File: src/rtl/tlsm_pkg.sv
`timescale 1ns / 1ps
// Shared types and constants for the tagged latency stats monitor.
package tlsm_pkg;

    localparam int TAG_W    = 12;
    localparam int TIME_W   = 64;
    localparam int BIN_W_IN = 4;
    localparam int LIMIT_W  = 40;
    localparam int STAT_W   = 64;
    localparam int ADDR_W   = 4;
    localparam int CFG_W    = 64;
    localparam int STS_W    = 3;
    localparam int IN_W     = TAG_W + TIME_W + BIN_W_IN;
    localparam int OUT_W    = 5 * STAT_W;

    localparam logic [LIMIT_W-1:0] LIMIT_RESET = 40'd1000000000;

    typedef enum logic [1:0] {
        REQ_START    = 2'd0,
        REQ_COMPLETE = 2'd1,
        REQ_READ     = 2'd2,
        REQ_NONE     = 2'd3
    } req_t;

    localparam logic [STS_W-1:0] ST_OK           = 3'd0;
    localparam logic [STS_W-1:0] ST_NO_RECORD    = 3'd1;
    localparam logic [STS_W-1:0] ST_NON_POSITIVE = 3'd2;
    localparam logic [STS_W-1:0] ST_OVER_LIMIT   = 3'd3;
    localparam logic [STS_W-1:0] ST_BAD_BIN      = 3'd4;

    typedef struct packed {
        logic capture;
        logic clr_step;
        logic start_wr;
        logic read_ld;
        logic fetch;
        logic check;
        logic update;
    } cmd_t;

    typedef struct packed {
        logic clr_last;
    } sts_t;

endpackage

File: src/rtl/tlsm_regs.sv
`timescale 1ns / 1ps
// APB configuration register block (latency limit).
module tlsm_regs
    import tlsm_pkg::*;
(
    input  logic               clk,
    input  logic               rst_n,
    input  logic               psel,
    input  logic               penable,
    input  logic               pwrite,
    input  logic [ADDR_W-1:0]  paddr,
    input  logic [CFG_W-1:0]   pwdata,
    output logic [CFG_W-1:0]   prdata,
    output logic               pready,
    output logic [LIMIT_W-1:0] limit
);

    logic [LIMIT_W-1:0] limit_reg;
    logic               hit;

    assign pready = 1'b1;
    assign hit    = (paddr[ADDR_W-1] == 1'b0);

    always_ff @(posedge clk or negedge rst_n)
    begin
        if (!rst_n)
        begin
            limit_reg <= LIMIT_RESET;
        end
        else if (psel && penable && pwrite && pready && hit)
        begin
            limit_reg <= pwdata[LIMIT_W-1:0];
        end
    end

    assign prdata = hit ? CFG_W'(limit_reg) : '0;
    assign limit  = limit_reg;

endmodule

File: config.mk
export PLATFORM = sky130hd
export DESIGN_NAME = tlsm_regs
export DESIGN_NICKNAME = d
export VERILOG_FILES = /design/src/rtl/tlsm_pkg.sv /design/src/rtl/tlsm_regs.sv
export SDC_FILE = /design/constraint.sdc
export NUM_CORES = 1
export LEC_CHECK = 0
export ABC_AREA = 1
export ABC_CLOCK_PERIOD_IN_PS = 800
export BUFFER_PORTS_ARGS = -buffer_cell sky130_fd_sc_hd__buf_2
export CELL_PAD_IN_SITES_DETAIL_PLACEMENT = 1
export CELL_PAD_IN_SITES_GLOBAL_PLACEMENT = 1
export CORE_MARGIN = 2
export CORE_UTILIZATION = 25
export DETAILED_ROUTE_END_ITERATION = 8
export PLACE_DENSITY_LB_ADDON = 0.1
export SETUP_SLACK_MARGIN = 0.1
export SLEW_MARGIN = 25
export SYNTH_ARGS = -nofsm -noshare
export SYNTH_HDL_FRONTEND = slang
export SYNTH_SLANG_ARGS = --single-unit
export TNS_END_PERCENT = 5
File: constraint.sdc
create_clock -name clk -period 0.8 [get_ports clk]
set_input_delay 0.12 -clock clk [delete_from_list [all_inputs] [get_ports clk]]
set_output_delay 0.12 -clock clk [all_outputs]
set_load 0.1 [all_outputs]
==> results.sh, run 1 <==
export IMPL_dp_hpwl_um=6370
export IMPL_layout_area_overhead_vs_synth_pct=128
export IMPL_clockBufferDepth=2
export IMPL_synthAdderAreaFrac=0
export IMPL_vias=2358
export IMPL_arrival_ns=1.24
export IMPL_grt_max_degree=41
export IMPL_grt_pass1_vias=2584
export IMPL_slew_viol_final=0
export IMPL_synthSimpleGateAreaFrac=0.312
export IMPL_netlist_instances=289
export IMPL_start_util=0.259
export IMPL_post_place_cells=545
export IMPL_dieArea_um2=9370
export IMPL_required_ns=0.68
export IMPL_use_met3=0.0332
export IMPL_cp_start_kind="register"
export IMPL_finalCritPeriodShare=1.70
export IMPL_hp_class="in -> reg"
export IMPL_finalSetupViolCount=93
export IMPL_post_route_min_period_ns=1.36
export IMPL_diodes=0
export IMPL_antenna_found_initial=0
export IMPL_postCtsSetupBuffers=0
export IMPL_final_common_cell="buf_12"
export IMPL_max_stage_delay_ns=0.63
export IMPL_ios=178
export IMPL_rsz0062_at_grt="yes"
export IMPL_yosysWarnings=0
export IMPL_power_frac_clock=0.092
export IMPL_setup_ws_ns=-0.563
export IMPL_final_cell_mix="85 x buf_12, 77 x nand2_1, 44 x buf_2"
export IMPL_clk_pin_slew_worst_paths_ns=0.08
export IMPL_pwr_share_seq=0.214
export IMPL_clk_latency_ns=0.29
export IMPL_rows=33
export IMPL_layout_drive_gt1_share=0.655
export IMPL_crit_type="reg -> out"
export IMPL_synth_top_family_by_area="simple AND/OR/NAND/NOR gates"
export IMPL_final_cells=554
export IMPL_finalHoldViolations=0
export IMPL_synth_compound_area_share=0
export IMPL_r2r_slack_ns=-0.10
export IMPL_gr_total_overflow=0
export IMPL_swShare=0.539
export IMPL_met2_usage=0.330
export IMPL_die_w_um=96.8
export IMPL_internal_power_mw=6.62
export IMPL_largest_register_ffs=40
export IMPL_routabilityCongestion=0.711
export IMPL_drtIter0Drc=71
export IMPL_violations="negative setup slack"
export IMPL_synth_xor_area_frac=0
export IMPL_power_density_cell_area_nw_per_um2=2930
export IMPL_status="finished with violations"
export IMPL_core_um2=8300
export IMPL_finalPower_mw=14.4
export IMPL_synth_seq_cells=40
export IMPL_cts_buffers=5
export IMPL_combPwrFrac=0.694
export IMPL_cts_sink_count=40
export IMPL_p_leak_nw=2.31
export IMPL_crit_chain="inv_2 -> nor2_4 -> buf_12"
export IMPL_fin_area_um2=4910
export IMPL_dr_pass1_iters=4
export IMPL_h_tree_depth=2
export IMPL_cp_slowest_cell="dfstp_4"
export IMPL_skew_ns=0
export IMPL_post_dp_cell_area_um2=4700
export IMPL_wire_per_inst_um=14.7
export IMPL_drt_vias_per_instance=4.26
export IMPL_cts_tree="yes"
export IMPL_grt_busiest_layer="met2"
export IMPL_worstPathMaxFanout=2
export IMPL_die_h_um=96.8
export IMPL_pre_cts_slack_ns=-0.265
export IMPL_grt_pass1_wl_um=13700
export IMPL_finalWirelength_um=8150
export IMPL_endpoint_kind="primary output"
export IMPL_holdWs_ns=0.0409
export IMPL_n_fill_cell=917
export IMPL_grt_usage=0.181
export IMPL_synth_yosys_seq_area_share=0.473
export IMPL_syn_area_um2=2150
export IMPL_port_buffers=125
export IMPL_p_sw_mw=7.74
export IMPL_synth_distinct_cells=14
export IMPL_cap_viol_max_count=0
export IMPL_drcViolationCount=0
export IMPL_postRouteAntennaNets=0
export IMPL_grt_use_met1=0.220
export IMPL_syn_area_per_cell_um2=7.45
export IMPL_root_buffer="clkbuf_8"
export IMPL_ir_drop_uv=1170
export IMPL_num_nets_final=521
export IMPL_fmax_mhz=734
export IMPL_synthMuxAreaShare=0
-- through the flow --
step / TNS [ns] / utilization
final: -32.37 / 0.591
after global routing: -36.18 / 0.591
after CTS: -33.68 / 0.589
after detailed placement: -16.75 / 0.566
after global placement: -16.36 / 0.566
after floorplan: -30.64 / -
-- cell type report --
class                           instances  area [um^2]  area share
Clock buffer                            5         68.8      0.0140
Clock inverter                          3         13.8     0.00280
Inverter                               42          160      0.0326
Multi-Input combinational cell        188         1080       0.219
Sequential cell                        40         1110       0.227
Tap cell                              105          131      0.0268
Timing Repair Buffer                  171         2340       0.478
-- power groups by stage --
stage | combinational, mW | clock, mW | sequential [mW]
floorplan | 3.32 | 0 | 5.84
global placement | 9.75 | 0 | 2.99
detailed placement | 9.86 | 0 | 3.03
CTS | 10.0 | 1.39 | 3.07
global route | 10.3 | 1.48 | 3.13
finish | 9.97 | 1.32 | 3.07
-- critical path, delay by kind of cell, from the launching register on --
kind | cells | cell delay [ns]
simple gates | 1 | 0.10
flops | 1 | 0.63
buf+inv | 2 | 0.22
-- cell usage after synthesis --
cell type,number,share of area
conb_1,2,0.0035
buf_6,4,0.021
nor2_4,1,0.0052
dfrtp_1,27,0.31
nand2_1,81,0.14
nor2_1,40,0.070
buf_4,29,0.10
dfstp_2,13,0.16
nand2_2,1,0.0029
nand3_1,40,0.093
inv_2,1,0.0017
clkbuf_1,8,0.014
inv_1,41,0.072
buf_2,1,0.0023
-- worst paths after layout --
check	startpoint	end	depth (start not counted)
worst max-delay path	limit[24]$_DFFE_PN1P_	prdata[24]	3
min in group asynchronous	rst_n	limit[39]$_DFFE_PN0P_	3
worst min register to register	limit[4]$_DFFE_PN0P_	limit[4]$_DFFE_PN0P_	2
max in group asynchronous	rst_n	limit[23]$_DFFE_PN1P_	3
worst min-delay path	pwdata[20]	limit[20]$_DFFE_PN1P_	3
worst max register to register	limit[19]$_DFFE_PN1P_	limit[19]$_DFFE_PN1P_	3
-- logic make-up after synthesis --
family        after synthesis
flops                      40
simple gates              163
buf+inv                    84
other cells                 2
-- layer usage --
metal | up-vias | wire length, um
li1 | 1119 | -
met1 | 1138 | 3260
met2 | 93 | 4350
met3 | 8 | 435
met4 | 0 | 96
met5 | - | 0
-- repair_timing --
item                                    CTS  global route
gates resized for setup                  36             9
endpoints found under the setup margin  113           115
endpoints found under the hold margin    27             0
hold buffers                              1             0
pin swaps                                22             5
Power figures use the tool's default switching activity.
==> run 2: changes to the inputs <==
Settings changed: ABC_AREA 1 to default, CORE_UTILIZATION 25 to 27, SKIP_CTS_REPAIR_TIMING from default to 1.
==> results.sh, run 2 <==
export IMPL_status="finished with violations"
export IMPL_violations="negative setup slack"
export IMPL_cp_slowest_cell="dfstp_4"
export IMPL_drtIter0Drc=59
export IMPL_crit_type="reg -> out"
export IMPL_die_h_um=90.5
export IMPL_clk_pin_slew_worst_paths_ns=0.08
export IMPL_rows=31
export IMPL_netlist_instances=156
export IMPL_final_cell_mix="84 x buf_12, 44 x buf_2, 40 x nor2b_4"
export IMPL_cts_tree="yes"
export IMPL_start_util=0.278
export IMPL_hp_class="in -> reg"
export IMPL_finalHoldViolations=0
export IMPL_ios=178
export IMPL_power_density_cell_area_nw_per_um2=3350
export IMPL_dieArea_um2=8180
export IMPL_ys_flop_type="dfrtp_1"
export IMPL_yosys_top_cells_count="40 x nor2b_1, 37 x mux2_2, 27 x dfrtp_1, 25 x buf_4, 13 x dfstp_2"
export IMPL_diodes=0
export IMPL_postRouteAntennaNets=0
export IMPL_synth_area_leaders="dfrtp_1 33%, mux2_2 21%, dfstp_2 17%"
export IMPL_yosysWarnings=0
export IMPL_arrival_ns=1.28
export IMPL_cp_start_kind="register"
export IMPL_cap_viol_max_count=0
export IMPL_async_flop_share=1.00
export IMPL_synth_yosys_seq_area_share=0.504
export IMPL_max_stage_delay_ns=0.64
export IMPL_drt_vias_per_instance=4.14
export IMPL_power_frac_clock=0.080
export IMPL_yosysTopAreaCell="dfrtp_1"
export IMPL_tightest_slew_ns=0.558
export IMPL_die_w_um=90.5
export IMPL_slew_viol_final=0
export IMPL_vias=1749
export IMPL_pwr_share_seq=0.197
export IMPL_finalWirelength_um=6910
export IMPL_skew_ns=0
export IMPL_worst_hold_path_num_cells=2
export IMPL_fmax_mhz=714
export IMPL_grt_pass1_vias=1968
export IMPL_seqCellArea_um2=1110
export IMPL_wl_met1_um=2430
export IMPL_rsz0062_at_grt="yes"
export IMPL_layout_drive_gt1_share=0.910
export IMPL_multi_input_area_um2=1170
export IMPL_grt_usage=0.171
export IMPL_post_place_cells=409
export IMPL_grt_pass1_wl_um=11000
export IMPL_clockBufferDepth=2
export IMPL_grt_max_degree=28
export IMPL_synth_edf_count=0
export IMPL_r2r_cells=2
export IMPL_root_buffer="clkbuf_8"
export IMPL_layout_area_overhead_vs_synth_pct=139
export IMPL_max_slew_margin=0.628
export IMPL_combPwrFrac=0.723
export IMPL_core_um2=7250
export IMPL_swShare=0.513
export IMPL_highest_layer="met4"
export IMPL_worstPathMaxFanout=3
export IMPL_dr_pass1_iters=3
export IMPL_endpoint_kind="primary output"
export IMPL_syn_area_um2=2020
export IMPL_clk_latency_ns=0.28
export IMPL_routabilityCongestion=0.690
export IMPL_drcViolationCount=0
export IMPL_synth_seq_cells=40
export IMPL_route_met3_wl_um=445
export IMPL_cts_sink_count=40
export IMPL_num_nets_final=395
export IMPL_required_ns=0.68
export IMPL_n_fill_cell=688
export IMPL_setup_ws_ns=-0.600
export IMPL_wl_met2_um=3900
export IMPL_internal_power_mw=7.89
export IMPL_finalSetupViolCount=113
export IMPL_final_cells=422
export IMPL_h_tree_depth=2
export IMPL_ir_drop_uv=1500
export IMPL_final_common_cell="buf_12"
export IMPL_port_buffers=125
export IMPL_dp_hpwl_um=5570
export IMPL_r2r_slack_ns=-0.13
export IMPL_largest_register_ffs=40
export IMPL_crit_chain="nor2b_4 -> buf_12"
export IMPL_antenna_found_initial=0
export IMPL_synth_distinct_cells=10
export IMPL_wire_per_inst_um=16.4
export IMPL_cts_buffers=5
export IMPL_finalSetupTns_ns=-34.13
export IMPL_p_sw_mw=8.31
export IMPL_post_route_min_period_ns=1.40
export IMPL_yosys_area_top_type_share=0.335
export IMPL_gr_total_overflow=0
export IMPL_syn_area_per_cell_um2=12.9
export IMPL_p_leak_nw=2.25
export IMPL_finalCritPeriodShare=1.75
export IMPL_synth_most_common_cell="nor2b_1"
[run 2: cells by family after synthesis]
| group | count (synthesis) | share of synthesized area |
|---|---|---|
| multiplexers | 40 | 0.229 |
| flip-flops | 40 | 0.504 |
| buffers and inverters | 33 | 0.128 |
| other | 2 | 0.00372 |
| AND/OR/NAND/NOR | 41 | 0.136 |
[run 2: worst paths after layout]
check	from	endpoint
worst min-delay path	pwdata[17]	limit[17]$_DFFE_PN1P_
worst min register to register	limit[1]$_DFFE_PN0P_	limit[1]$_DFFE_PN0P_
max in group asynchronous	rst_n	limit[11]$_DFFE_PN1P_
min in group asynchronous	rst_n	limit[26]$_DFFE_PN0P_
worst max register to register	limit[29]$_DFFE_PN1P_	limit[29]$_DFFE_PN1P_
worst max-delay path	limit[19]$_DFFE_PN1P_	prdata[19]
[run 2: worst max-delay path: cells and delay by family, from the launching register on]
kind                   cells  cell delay [ns]
DFF                        1             0.64
buffers and inverters      1             0.18
and+or+nand+nor            1             0.16
[run 2: routing by layer]
metal	track usage	vias up
li1	-	787
met1	0.180	859
met2	0.327	89
met3	0.0434	14
met4	0.0577	0
met5	0	-
[run 2: metrics by stage]
step                      total power, mW  setup slack, ns  hold slack (ns)   util  area (um^2)
after floorplan                      10.2           -0.683           -0.176      -         2500
after global placement               14.4           -0.449           0.0986  0.626         4540
after detailed placement             14.5           -0.477            0.114  0.626         4540
after CTS                            15.9           -0.630           -0.204  0.637         4620
after global routing                 16.7           -0.644           0.0518  0.666         4830
final                                16.2           -0.600           0.0585  0.666         4830
[run 2: power groups by stage]
| stage | Combinational [mW] | Clock [mW] | Sequential [mW] |
|---|---|---|---|
| after floorplan | 3.77 | 0 | 6.46 |
| after detailed placement | 11.3 | 0 | 3.20 |
| after global routing | 12.0 | 1.42 | 3.28 |
| after CTS | 11.4 | 1.36 | 3.16 |
| final | 11.7 | 1.29 | 3.20 |
| after global placement | 11.2 | 0 | 3.16 |
[run 2: area by class of cell]
class / count / share of cell area
Timing Repair Buffer: 169 / 0.486
Multi-Input combinational cell: 106 / 0.242
Sequential cell: 40 / 0.230
Tap cell: 99 / 0.0256
Clock buffer: 7 / 0.0158
Clock inverter: 1 / 0.000777
