[config.mk]
export PLATFORM = sky130hd
export DESIGN_NAME = tlsm_ctrl
export DESIGN_NICKNAME = d
export VERILOG_FILES = /design/src/rtl/tlsm_pkg.sv /design/src/rtl/tlsm_ctrl.sv
export SDC_FILE = /design/constraint.sdc
export NUM_CORES = 1
export LEC_CHECK = 0
export ABC_AREA = 1
export BUFFER_PORTS_ARGS = -buffer_cell sky130_fd_sc_hd__buf_2
export CAP_MARGIN = 10
export CORE_AREA = 8 8 45 47
export CTS_CLUSTER_DIAMETER = 120
export DETAILED_ROUTE_END_ITERATION = 7
export DIE_AREA = 0 0 53 55
export HOLD_SLACK_MARGIN = 0.12
export SYNTH_ARGS = -nofsm -noshare
export SYNTH_HDL_FRONTEND = slang
export SYNTH_SLANG_ARGS = --single-unit
[constraint.sdc]
create_clock -name clk -period 1 [get_ports clk]
set_input_delay 0.05 -clock clk [delete_from_list [all_inputs] [get_ports clk]]
set_output_delay 0.05 -clock clk [all_outputs]
set_load 0.01 [all_outputs]
[src/rtl/tlsm_pkg.sv]
`timescale 1ns / 1ps
// Shared types and constants for the tagged latency stats monitor.
package tlsm_pkg;

    localparam int TAG_W    = 12;
    localparam int TIME_W   = 64;
    localparam int BIN_W_IN = 4;
    localparam int LIMIT_W  = 40;
    localparam int STAT_W   = 64;
    localparam int ADDR_W   = 4;
    localparam int CFG_W    = 64;
    localparam int STS_W    = 3;
    localparam int IN_W     = TAG_W + TIME_W + BIN_W_IN;
    localparam int OUT_W    = 5 * STAT_W;

    localparam logic [LIMIT_W-1:0] LIMIT_RESET = 40'd1000000000;

    typedef enum logic [1:0] {
        REQ_START    = 2'd0,
        REQ_COMPLETE = 2'd1,
        REQ_READ     = 2'd2,
        REQ_NONE     = 2'd3
    } req_t;

    localparam logic [STS_W-1:0] ST_OK           = 3'd0;
    localparam logic [STS_W-1:0] ST_NO_RECORD    = 3'd1;
    localparam logic [STS_W-1:0] ST_NON_POSITIVE = 3'd2;
    localparam logic [STS_W-1:0] ST_OVER_LIMIT   = 3'd3;
    localparam logic [STS_W-1:0] ST_BAD_BIN      = 3'd4;

    typedef struct packed {
        logic capture;
        logic clr_step;
        logic start_wr;
        logic read_ld;
        logic fetch;
        logic check;
        logic update;
    } cmd_t;

    typedef struct packed {
        logic clr_last;
    } sts_t;

endpackage

[src/rtl/tlsm_ctrl.sv]
`timescale 1ns / 1ps
// Sequencer for table clear, lookup, check and bin update.
module tlsm_ctrl
    import tlsm_pkg::*;
(
    input  logic       clk,
    input  logic       rst_n,
    input  logic       s_axis_tvalid,
    output logic       s_axis_tready,
    input  logic [1:0] s_axis_tuser,
    output logic       m_axis_tvalid,
    input  logic       m_axis_tready,
    output cmd_t       cmd,
    input  sts_t       sts
);

    typedef enum logic [2:0] {
        CLEAR,
        IDLE,
        LOOKUP,
        CHECK,
        UPDATE
    } state_t;

    state_t state_reg, state_next;
    req_t   req_reg, req_next;
    logic   m_valid_reg, m_valid_next;
    logic   out_free;
    logic   load;

    assign out_free      = !m_valid_reg || m_axis_tready;
    assign s_axis_tready = (state_reg == IDLE);
    assign m_axis_tvalid = m_valid_reg;

    always_comb
    begin
        cmd          = '0;
        cmd.capture  = (state_reg == IDLE) && s_axis_tvalid;
        cmd.clr_step = (state_reg == CLEAR);
        cmd.start_wr = (state_reg == LOOKUP) && (req_reg == REQ_START) && out_free;
        cmd.read_ld  = (state_reg == LOOKUP) && (req_reg == REQ_READ) && out_free;
        cmd.fetch    = (state_reg == LOOKUP) && (req_reg == REQ_COMPLETE);
        cmd.check    = (state_reg == CHECK);
        cmd.update   = (state_reg == UPDATE) && out_free;
    end

    assign load = cmd.start_wr || cmd.read_ld || cmd.update;

    always_comb
    begin
        state_next   = state_reg;
        req_next     = req_reg;
        m_valid_next = m_valid_reg;
        if (load)
        begin
            m_valid_next = 1'b1;
        end
        else if (m_axis_tready)
        begin
            m_valid_next = 1'b0;
        end
        case (state_reg)
            CLEAR:
            begin
                if (sts.clr_last)
                begin
                    state_next = IDLE;
                end
            end
            IDLE:
            begin
                if (s_axis_tvalid)
                begin
                    req_next = req_t'(s_axis_tuser);
                    if (req_t'(s_axis_tuser) != REQ_NONE)
                    begin
                        state_next = LOOKUP;
                    end
                end
            end
            LOOKUP:
            begin
                if (req_reg == REQ_COMPLETE)
                begin
                    state_next = CHECK;
                end
                else if (out_free)
                begin
                    state_next = IDLE;
                end
            end
            CHECK:
            begin
                state_next = UPDATE;
            end
            UPDATE:
            begin
                if (out_free)
                begin
                    state_next = IDLE;
                end
            end
            default:
            begin
                state_next = IDLE;
            end
        endcase
    end

    always_ff @(posedge clk or negedge rst_n)
    begin
        if (!rst_n)
        begin
            state_reg   <= CLEAR;
            req_reg     <= REQ_NONE;
            m_valid_reg <= 1'b0;
        end
        else
        begin
            state_reg   <= state_next;
            req_reg     <= req_next;
            m_valid_reg <= m_valid_next;
        end
    end

endmodule

==> impl_summary.log, run 1 <==
[metrics] power per standard cell area: 3030 mW/mm^2
[metrics] share of the synthesized area in the top cell type: 0.269
[metrics] total wire length: approximately 1100 um
[metrics] Routed WL per cell: 10.8 um
[metrics] critical path arrival: 1300 ps
[metrics] Overall Power: 2220 uW
[metrics] number of H-tree levels: 1
[metrics] multi-input combinational cell area: roughly 230 sq um
[metrics] Skew-Pair Late Insertion Delay: 270 ps
[metrics] Mapped Cells: between 50 and 60
[metrics] CTS tree: built
[metrics] total number of yosys warnings: 0
[metrics] global-route wire length before repair: 1900 um
[metrics] total area of sequential cells: 155 sq um
[metrics] setup skew after layout: between 15 and 20 ps
[metrics] number of clock buffers inserted by TritonCTS: 3
[metrics] number of fill cells: 136
[metrics] buffer type at the clock tree root: sky130_fd_sc_hd__clkbuf_4
[metrics] Placed Cells: 92
[metrics] initial antenna violation count: 0
[metrics] maximum number of pins on one net before global-route repair: 7
[metrics] area inside the core boundary: 0.00138 sq mm
[metrics] number of top-level design ports: 16
[metrics] die span in x: between 50 and 60 um
[metrics] maximum ir drop on the vdd rail: 1.46 mV
[metrics] Die Area: 0.00292 sq mm
[metrics] number of standard cells in the final layout excluding fillers: 106
[metrics] crit path kind: flip-flop to primary output
[metrics] count of endpoints failing setup in the final report: 14
[metrics] worst-case clock buffer depth: 2
[metrics] setup repair after global routing missed its margin: true
[metrics] Initial Utilization: 0.269
[metrics] clock edge transition at the registers on the reported setup and hold paths: 60 ps
[metrics] maximum operating frequency: 741 MHz
[metrics] ranking of synthesized cells by area: sky130_fd_sc_hd__dfrtp_1, sky130_fd_sc_hd__dfstp_2, sky130_fd_sc_hd__nand2_1
[metrics] final worst slack: -350 ps
[metrics] worst rel slew slack: 0.831
[metrics] violation count after the first detailed-routing iteration: 7
[metrics] Yosys reg bits: 6
[metrics] antenna-violating nets left: 0
[metrics] setup TNS: -3050 ps
[metrics] total of buffers placed on input and output ports: 15
[metrics] max-slew violations: 0
[metrics] Diodes inserted: 0
[metrics] vias: 452
[metrics] Post-Synthesis Cell Area: 372 sq um
[metrics] DRC violations left: 0
[metrics] fraction of the yosys area taken by sequential cells: 0.411
[metrics] Final Wtd Congestion: ~0.73
[metrics] worst hold-check path type: input pin to async pin
[metrics] Post-Synthesis Net Count: 59
[metrics] gr ovfl total: 0
[metrics] average via count per standard cell: 4.26
[metrics] transition time of the tightest slew-check pin: approximately 250 ps
[metrics] layout cells sized above 1: 0.544
[metrics] row cnt: 14
[metrics] clock sink total: 6
[metrics] DPL Wire Length: 798 um
[metrics] layout-stage area growth over the synthesis result: 97.3%
[metrics] top library cells by usage in the layout, fill and taps aside: sky130_fd_sc_hd__buf_2, sky130_fd_sc_hd__nand2_1, sky130_fd_sc_hd__buf_4
[metrics] vias in the first global route: 471
[metrics] max reg flops: 3
[metrics] library cell with the largest summed area after synthesis: sky130_fd_sc_hd__dfrtp_1
[metrics] highest fanout seen on the critical path: 4
[metrics] commonest non-fill, non-tap cell in the layout: sky130_fd_sc_hd__buf_2
[metrics] hold violation total from the final report: 0
[metrics] type of element launching the critical path: flip-flop
[metrics] first-pass iteration count of the detailed router: 3
[metrics] status: finished with violations
[metrics] Setup crit end kind: primary output
[metrics] max-capacitance violation count: 0
[metrics] CP startpoint: state_reg[1]
[metrics] leakage: between 0.0003 and 0.0004 uW
[metrics] portion of the clock cycle consumed by the worst path in the final layout: 1.35
[metrics] final period demand of the worst path: 1350 ps
[metrics] total routing usage reported by global routing: 0.0910
[metrics] synthesized area divided by synthesized cell count: 7.15 sq um
[metrics] nets@finish: 98
[metrics] Crit path required time: 950 ps
[metrics] die extent in y: 55 um
[metrics] number of distinct library cells after synthesis: 14
[metrics] FF-to-FF Start: state_reg[1]
[metrics] violations in the final reports: negative setup slack
==> cell usage after synthesis (all sizes together) <==
library cell	n
nand2	13
nor2	10
inv	9
o21ai	6
dfrtp	4
nand3	4
a21oi	2
dfstp	2
nor4	1
o22ai	1
==> cell families (layout without fill, tap and decap cells) <==
| family | after synthesis | in the layout | synth area share |
|---|---|---|---|
| AOI/OAI and AO/OA | 9 | 9 | 0.125 |
| buffers and inverters | 9 | 47 | 0.0909 |
| DFF | 6 | 6 | 0.411 |
| and+or+nand+nor | 28 | 28 | 0.374 |
==> where the power goes <==
group | switching [uW] | leakage, uW | internal [uW]
logic | 693 | 0.000299 | 763
clock network | 116 | 0.0000150 | 153
registers | 116 | 0.0000701 | 383
==> per-stage QoR <==
stage                     utilization  area (sq um)  setup WS [ps]  hold WS, ps
after floorplan                     -           377          -38.9         -246
after global placement          0.390           539          -80.4         -121
after detailed placement        0.390           539          -77.7         -117
after CTS                       0.486           673           -313          131
after global routing            0.530           733           -402          164
final                           0.530           733           -350          132
==> path summary, 6_finish.rpt <==
path | to | cells after the start | slack [ps]
hold reg to reg | req_reg[0] | 3 | 600
min in group clk | state_reg[2] | 4 | 190
setup reg to reg | req_reg[1] | 7 | -240
hold / removal | state_reg[2] | 2 | 130
setup / recovery | cmd[6] | 5 | -350
max in group asynchronous | req_reg[0] | 2 | 630
==> what timing repair did <==
item,4_1_cts,5_1_grt
resized for setup,13,11
hold buffers,5,0
endpoints found under the hold margin,10,0
pin swaps,2,5
buffers inserted,2,3
setup endpoints to repair,14,14
==> layout make-up <==
class,count,share of cell area
Tap cell,16,0.0273
Clock buffer,4,0.0358
Inverter,9,0.0495
Multi-Input combinational cell,37,0.311
Timing Repair Buffer,34,0.365
Sequential cell,6,0.212
==> critical path, cell delays in order (launching register included) <==
cell and delay, ps:
sky130_fd_sc_hd__dfrtp_2 450, sky130_fd_sc_hd__buf_6 140, sky130_fd_sc_hd__nor2_4 160, sky130_fd_sc_hd__inv_4 70, sky130_fd_sc_hd__nor2_8 110, sky130_fd_sc_hd__buf_6 100
==> routing by layer <==
metal  wire length, um  vias to the layer above  GRT usage  share of wire
met2               520                       15      0.139           0.46
met1               480                      194      0.101           0.42
met5                 0                        -          0              0
met3               113                        3     0.0374          0.099
met4                27                        0     0.0647          0.024
li1                  -                      240          -              -
Note: power is estimated with default switching activity, not from simulation.
==> run 2, diff against run 1 <==
--- a/config.mk
+++ b/config.mk
@@ -6,12 +6,12 @@
 export NUM_CORES = 1
 export LEC_CHECK = 0
 export ABC_AREA = 1
-export BUFFER_PORTS_ARGS = -buffer_cell sky130_fd_sc_hd__buf_2
 export CAP_MARGIN = 10
 export CORE_AREA = 8 8 45 47
 export CTS_CLUSTER_DIAMETER = 120
 export DETAILED_ROUTE_END_ITERATION = 7
 export DIE_AREA = 0 0 53 55
+export DONT_BUFFER_PORTS = 1
 export HOLD_SLACK_MARGIN = 0.12
 export SYNTH_ARGS = -nofsm -noshare
 export SYNTH_HDL_FRONTEND = slang
==> run 2 against run 1 <==
Compared with the run above:
- routed wire length down 5.3%
- clock power down 7.8%
- critical path depth is 1 higher
- sequential power grew 2%
- critical path type unchanged
- clock-buffer cell count unchanged
- largest power group unchanged
- critical endpoint unchanged
- total power shrank 1.0%
- the flow still finishes with violations (negative setup slack)
- sequential cell count unchanged
- final area fell by 2.6%
- clock skew decreased by 14 ps
==> impl_summary.log, run 2 (synthesized netlist as in run 1, its figures left out) <==
[metrics] status: finished with violations (unchanged)
[metrics] violations in the final reports: negative setup slack (unchanged)
[metrics] Initial Utilization: 0.269 (unchanged)
[metrics] crit path kind: flip-flop to primary output (unchanged)
[metrics] worst hold-check path type: input pin to flip-flop (was input pin to async pin)
[metrics] clock sink total: 6 (unchanged)
[metrics] die span in x: 53 um (unchanged)
[metrics] nets@finish: 87 (was 98)
[metrics] critical path arrival: 1210 ps (was 1300 ps)
[metrics] number of standard cells in the final layout excluding fillers: 95 (was 106)
[metrics] number of fill cells: 139 (was 136)
[metrics] initial antenna violation count: 0 (unchanged)
[metrics] worst slack on hold paths: 96.5 ps (was 132 ps)
[metrics] total wire length: 1080 um (was 1140 um)
[metrics] power per standard cell area: 3080 mW/mm^2 (was 3030 mW/mm^2)
[metrics] leakage: 0.000336 uW (was 0.000384 uW)
[metrics] CTS tree: built (unchanged)
[metrics] core utilization of the finished layout: 0.516 (was 0.530)
[metrics] gr ovfl total: 0 (unchanged)
[metrics] post-route cell area: 714 sq um (was 733 sq um)
[metrics] Placed Cells: 81 (was 92)
[metrics] setup slack after placement: -110 ps (was -77.7 ps)
[metrics] area inside the core boundary: 0.00138 sq mm (unchanged)
[metrics] setup repair after global routing missed its margin: true (unchanged)
[metrics] vias in the first global route: 420 (was 471)
[metrics] top library cells by usage in the layout, fill and taps aside: sky130_fd_sc_hd__buf_4, sky130_fd_sc_hd__nand2_1, sky130_fd_sc_hd__nor2_4 (was sky130_fd_sc_hd__buf_2, sky130_fd_sc_hd__nand2_1, sky130_fd_sc_hd__buf_4)
[metrics] final period demand of the worst path: 1260 ps (was 1350 ps)
[metrics] antenna-violating nets left: 0 (unchanged)
[metrics] total of buffers placed on input and output ports: 0 (was 15)
[metrics] number of clock buffers inserted by TritonCTS: 3 (unchanged)
[metrics] maximum ir drop on the vdd rail: 1.35 mV (was 1.46 mV)
[metrics] max reg flops: 3 (unchanged)
[metrics] max-slew violations: 0 (unchanged)
[metrics] setup skew after layout: 1.49 ps (was 15.1 ps)
[metrics] total routing usage reported by global routing: 0.0844 (was 0.0910)
[metrics] type of element launching the critical path: flip-flop (unchanged)
[metrics] highest fanout seen on the critical path: 4 (unchanged)
[metrics] final worst slack: -259 ps (was -350 ps)
[metrics] worst-case clock buffer depth: 2 (unchanged)
[metrics] vias: 448 (was 452)
[metrics] DPL Wire Length: 803 um (was 798 um)
[metrics] layout cells sized above 1: 0.595 (was 0.544)
[metrics] transition time of the tightest slew-check pin: 278 ps (was 252 ps)
[metrics] Skew-Pair Late Insertion Delay: 250 ps (was 270 ps)
[metrics] row cnt: 14 (unchanged)
[metrics] buffer type at the clock tree root: sky130_fd_sc_hd__clkbuf_4 (unchanged)
[metrics] cells along the critical path: inv_2, nand2_4, nor2_4, inv_2, nor2_8, buf_6 (was buf_6, nor2_4, inv_4, nor2_8, buf_6)
[metrics] worst rel slew slack: 0.814 (was 0.831)
[metrics] critical-path cell with the highest stage delay: sky130_fd_sc_hd__dfrtp_1 (was sky130_fd_sc_hd__dfrtp_2)
[metrics] Final Wtd Congestion: 0.755 (was 0.733)
[metrics] global-route wire length before repair: 1790 um (was 1900 um)
[metrics] portion of the clock cycle consumed by the worst path in the final layout: 1.26 (was 1.35)
[metrics] layout-stage area growth over the synthesis result: 92.3% (was 97.3%)
[metrics] Routed WL per cell: 11.4 um (was 10.8 um)
[metrics] clock edge transition at the registers on the reported setup and hold paths: 50 ps (was 60 ps)
[metrics] violation count after the first detailed-routing iteration: 4 (was 7)
[metrics] count of endpoints failing setup in the final report: 13 (was 14)
[metrics] die extent in y: 55 um (unchanged)
[metrics] hold violation total from the final report: 0 (unchanged)
[metrics] commonest non-fill, non-tap cell in the layout: sky130_fd_sc_hd__buf_4 (was sky130_fd_sc_hd__buf_2)
[metrics] Setup crit end kind: primary output (unchanged)
[metrics] average via count per standard cell: 4.72 (was 4.26)
[metrics] first-pass iteration count of the detailed router: 4 (was 3)
[metrics] post-placement cell area: 494 sq um (was 539 sq um)
[metrics] Diodes inserted: 0 (unchanged)
[metrics] max-capacitance violation count: 0 (unchanged)
[metrics] DRC violations left: 0 (unchanged)
[metrics] number of H-tree levels: 1 (unchanged)
[metrics] Crit path required time: 950 ps (about the same)
[metrics] number of top-level design ports: 16 (unchanged)
[metrics] crit-path max cell delay: 390 ps (was 450 ps)
[metrics] maximum operating frequency: 795 MHz (was 741 MHz)
[metrics] crit-path most repeated cell: sky130_fd_sc_hd__inv_2 (was sky130_fd_sc_hd__buf_6)
[metrics] Die Area: 0.00292 sq mm (unchanged)
[metrics] quantity of hold-fixing buffers added after cts: 5 (unchanged)
[metrics] maximum number of pins on one net before global-route repair: 7 (unchanged)
==> run 2: changes by cell type in the layout (fill, tap and decap cells not counted), sizes merged <==
cell / change
buf: -11
==> run 2: path summary, 6_finish.rpt <==
check,start,to,slack (ps),cells past startpoint
min in group asynchronous,rst_n,state_reg[2],110,1
max in group asynchronous,rst_n,req_reg[0],610,1
max reg2reg,state_reg[1],state_reg[0],-190,7
min reg2reg,m_axis_tvalid,m_axis_tvalid,620,2
max,state_reg[2],cmd[6],-260,6
min,m_axis_tready,m_axis_tvalid,100,3
==> run 2: worst max-delay path: cells and delay by family, from the launching register on <==
| kind | cells | cell delay [ps] |
|---|---|---|
| and+or+nand+nor | 3 | 290 |
| buffers and inverters | 3 | 280 |
| DFF | 1 | 390 |
==> run 2: metal layers <==
layer	global-route usage	vias to the layer above	routed length [um]
met5	0	-	0
met4	0.0517	0	14
met3	0.0455	2	113
met2	0.137	15	514
met1	0.0844	208	438
li1	-	223	-
==> run 2: area by class of cell <==
class / instances / area (sq um) / area share
inverters: 9 / 36.3 / 0.0508
repair buffers: 23 / 200 / 0.280
flip-flops and latches: 6 / 155 / 0.217
clock buffers: 4 / 26.3 / 0.0368
multi-input cells: 37 / 277 / 0.387
well taps: 16 / 20.0 / 0.0280
==> run 2: repair_timing <==
| action | CTS | global route |
|---|---|---|
| buffers inserted | 2 | 4 |
| endpoints found under the setup margin | 14 | 14 |
| endpoints found under the hold margin | 11 | 1 |
| pin swaps | 6 | 11 |
| resized for setup | 18 | 16 |
==> run 2: power by group <==
part           switching (uW)  internal, uW  total (uW)
Combinational             740           703        1440
Sequential                127           382         509
Clock                    95.4           152         247
==> run 2: stage by stage <==
stage / setup TNS (ps) / total power [uW]
floorplan: -103 / 1030
global placement: -390 / 1450
detailed placement: -486 / 1470
CTS: -2170 / 1940
global route: -3080 / 2370
finish: -2250 / 2200
==> run 3, diff against run 2 <==
--- a/config.mk
+++ b/config.mk
@@ -7,12 +7,15 @@
 export LEC_CHECK = 0
 export ABC_AREA = 1
 export CAP_MARGIN = 10
-export CORE_AREA = 8 8 45 47
+export CELL_PAD_IN_SITES_DETAIL_PLACEMENT = 2
+export CELL_PAD_IN_SITES_GLOBAL_PLACEMENT = 2
+export CORE_MARGIN = 8
+export CORE_UTILIZATION = 25
 export CTS_CLUSTER_DIAMETER = 120
 export DETAILED_ROUTE_END_ITERATION = 7
-export DIE_AREA = 0 0 53 55
 export DONT_BUFFER_PORTS = 1
 export HOLD_SLACK_MARGIN = 0.12
+export PLACE_DENSITY_LB_ADDON = 0.1
 export SYNTH_ARGS = -nofsm -noshare
 export SYNTH_HDL_FRONTEND = slang
 export SYNTH_SLANG_ARGS = --single-unit
==> run 3 against run 2 <==
Compared with the run above:
- the flow still finishes with violations (negative setup slack)
- worst hold slack improved by 18 ps
- fmax fell by 8.5%
- utilization increased by 6.7 points
- critical path type unchanged
- via count is 12% higher
- clock power up 9.7%
==> impl_summary.log, run 3 (synthesized netlist as in run 1, its figures left out) <==
[metrics] transition time of the tightest slew-check pin: 331 ps (was 278 ps)
[metrics] Setup crit end kind: primary output (unchanged)
[metrics] Hold Path Origin: m_axis_tready (unchanged)
[metrics] setup repair after global routing missed its margin: true (unchanged)
[metrics] global-route wire length before repair: 2790 um (was 1790 um)
[metrics] Skew-Pair Late Insertion Delay: 260 ps (was 250 ps)
[metrics] total wire length: 2020 um (was 1080 um)
[metrics] layout cells sized above 1: 0.678 (was 0.595)
[metrics] clock sink total: 6 (unchanged)
[metrics] critical path arrival: 1330 ps (was 1210 ps)
[metrics] buffer type at the clock tree root: sky130_fd_sc_hd__clkbuf_4 (unchanged)
[metrics] die extent in y: 54.6 um (was 55 um)
[metrics] die span in x: 54.6 um (was 53 um)
[metrics] violation count after the first detailed-routing iteration: 1 (was 4)
[metrics] worst hold-check path type: input pin to flip-flop (unchanged)
[metrics] maximum ir drop on the vdd rail: 1.49 mV (was 1.35 mV)
[metrics] number of standard cells in the final layout excluding fillers: 106 (was 95)
[metrics] DPL Wire Length: 1180 um (was 803 um)
[metrics] endpoint of the worst hold path: m_axis_tvalid (unchanged)
[metrics] number of fill cells: 141 (was 139)
[metrics] number of cell instances on the worst register-to-register path: 7 (unchanged)
[metrics] portion of the clock cycle consumed by the worst path in the final layout: 1.38 (was 1.26)
[metrics] DRC violations left: 0 (unchanged)
[metrics] final period demand of the worst path: 1380 ps (was 1260 ps)
[metrics] max-capacitance violation count: 0 (unchanged)
[metrics] total routing usage reported by global routing: 0.135 (was 0.0844)
[metrics] setup TNS: -3810 ps (was -2250 ps)
[metrics] Reg2Reg Capture Point: req_reg[0] (was state_reg[0])
[metrics] Routed WL per cell: 19.1 um (was 11.4 um)
[metrics] violations in the final reports: negative setup slack (unchanged)
[metrics] Final Wtd Congestion: 0.693 (was 0.755)
[metrics] crit-path max cell delay: 460 ps (was 390 ps)
[metrics] Die Area: 0.00298 sq mm (was 0.00292 sq mm)
[metrics] average via count per standard cell: 4.72 (about the same)
[metrics] Initial Utilization: 0.256 (was 0.269)
[metrics] maximum operating frequency: 727 MHz (was 795 MHz)
[metrics] number of top-level design ports: 16 (unchanged)
[metrics] total of buffers placed on input and output ports: 0 (unchanged)
[metrics] worst slack on hold paths: 115 ps (was 96.5 ps)
[metrics] highest fanout seen on the critical path: 4 (unchanged)
[metrics] max reg flops: 3 (unchanged)
[metrics] setup slack after placement: -169 ps (was -110 ps)
[metrics] layout-stage area growth over the synthesis result: 128% (was 92.3%)
[metrics] vias: 500 (was 448)
[metrics] Placed Cells: 84 (was 81)
[metrics] crit path kind: flip-flop to primary output (unchanged)
[metrics] top library cells by usage in the layout, fill and taps aside: sky130_fd_sc_hd__buf_4, sky130_fd_sc_hd__buf_6, sky130_fd_sc_hd__nand2_1 (was sky130_fd_sc_hd__buf_4, sky130_fd_sc_hd__nand2_1, sky130_fd_sc_hd__nor2_4)
[metrics] worst rel slew slack: 0.778 (was 0.814)
[metrics] type of element launching the critical path: flip-flop (unchanged)
[metrics] status: finished with violations (unchanged)
[metrics] FF-to-FF Start: state_reg[1] (unchanged)
[metrics] Diodes inserted: 0 (unchanged)
[metrics] initial antenna violation count: 0 (unchanged)
[metrics] power per standard cell area: 3370 mW/mm^2 (was 3080 mW/mm^2)
[metrics] commonest non-fill, non-tap cell in the layout: sky130_fd_sc_hd__buf_4 (unchanged)
[metrics] hold violation total from the final report: 0 (unchanged)
[metrics] number of clock buffers inserted by TritonCTS: 3 (unchanged)
[metrics] cells along the critical path: buf_6, nor2_4, inv_4, nor2_8, buf_6 (was inv_2, nand2_4, nor2_4, inv_2, nor2_8, buf_6)
[metrics] gr ovfl total: 0 (unchanged)
[metrics] maximum number of pins on one net before global-route repair: 7 (unchanged)
[metrics] leakage: 0.000412 uW (was 0.000336 uW)
[metrics] Crit path required time: 950 ps (about the same)
[metrics] count of endpoints failing setup in the final report: 14 (was 13)
[metrics] final worst slack: -376 ps (was -259 ps)
[metrics] CTS tree: built (unchanged)
[metrics] hold depth: 3 (unchanged)
[metrics] crit-path most repeated cell: sky130_fd_sc_hd__buf_6 (was sky130_fd_sc_hd__inv_2)
[metrics] worst-case clock buffer depth: 2 (unchanged)
[metrics] vias in the first global route: 556 (was 420)
[metrics] number of H-tree levels: 1 (unchanged)
[metrics] row cnt: 14 (unchanged)
[metrics] setup skew after layout: 16.6 ps (was 1.49 ps)
[metrics] nets@finish: 98 (was 87)
[metrics] area inside the core boundary: 0.00145 sq mm (was 0.00138 sq mm)
[metrics] antenna-violating nets left: 0 (unchanged)
[metrics] max-slew violations: 0 (unchanged)
[metrics] critical-path cell with the highest stage delay: sky130_fd_sc_hd__dfrtp_2 (was sky130_fd_sc_hd__dfrtp_1)
[metrics] Overall Power: 2860 uW (was 2200 uW)
[metrics] clock edge transition at the registers on the reported setup and hold paths: 60 ps (was 50 ps)
[metrics] r2r setup slk: -330 ps (was -190 ps)
[metrics] first-pass iteration count of the detailed router: 3 (was 4)
-- run 3: cell types whose count changed in the layout (fill, tap and decap cells not counted), sizes merged --
cell / previous run / this run
buf: 18 / 29
-- run 3: worst max path at each step --
stage	slack, ps	from	to	cells after the start
after global placement	-90	state_reg[2]	cmd[2]	5
after global routing	-420	state_reg[1]	cmd[6]	5
after detailed placement	-170	state_reg[0]	state_reg[0]	6
after CTS	-320	state_reg[2]	cmd[6]	6
final	-380	state_reg[1]	cmd[6]	5
after floorplan	-40	state_reg[2]	req_reg[1]	7
-- run 3: layout make-up --
| class | instances | area (sq um) | area share |
|---|---|---|---|
| multi-input combinational | 37 | 305 | 0.360 |
| clock buffer | 4 | 26.3 | 0.0310 |
| inverter | 9 | 36.3 | 0.0428 |
| tap | 16 | 20.0 | 0.0236 |
| timing repair buffer | 34 | 305 | 0.360 |
| sequential | 6 | 155 | 0.183 |
-- run 3: layer usage --
layer,track usage,part of all wire,up-vias
li1,-,-,242
met1,0.138,0.41,242
met2,0.265,0.54,12
met5,0,0,-
met4,0.0246,0.020,0
met3,0.0380,0.029,4
-- run 3: repair_timing --
action,in CTS,in global routing
setup endpoints to repair,14,20
gates resized for setup,25,23
endpoints found under the hold margin,11,2
hold buffers,5,1
pin swaps,7,6
buffers inserted,6,9
-- run 3: report_power, final --
part           internal (uW)  switching [uW]  total, uW
clock                    153             118        271
sequential               383             139        522
combinational           1020            1050       2070
total                   1550            1310       2860
-- run 3: worst max-delay path, delay by kind of cell, from the launching register on --
kind                   cells  cell delay (ps)
buffers and inverters      3              320
DFF                        1              460
and+or+nand+nor            2              290
-- run 3: through the flow --
| stage | cell area, sq um | utilization |
|---|---|---|
| floorplan | 377 | - |
| global placement | 517 | 0.355 |
| detailed placement | 517 | 0.355 |
| CTS | 717 | 0.493 |
| global route | 848 | 0.583 |
| finish | 848 | 0.583 |
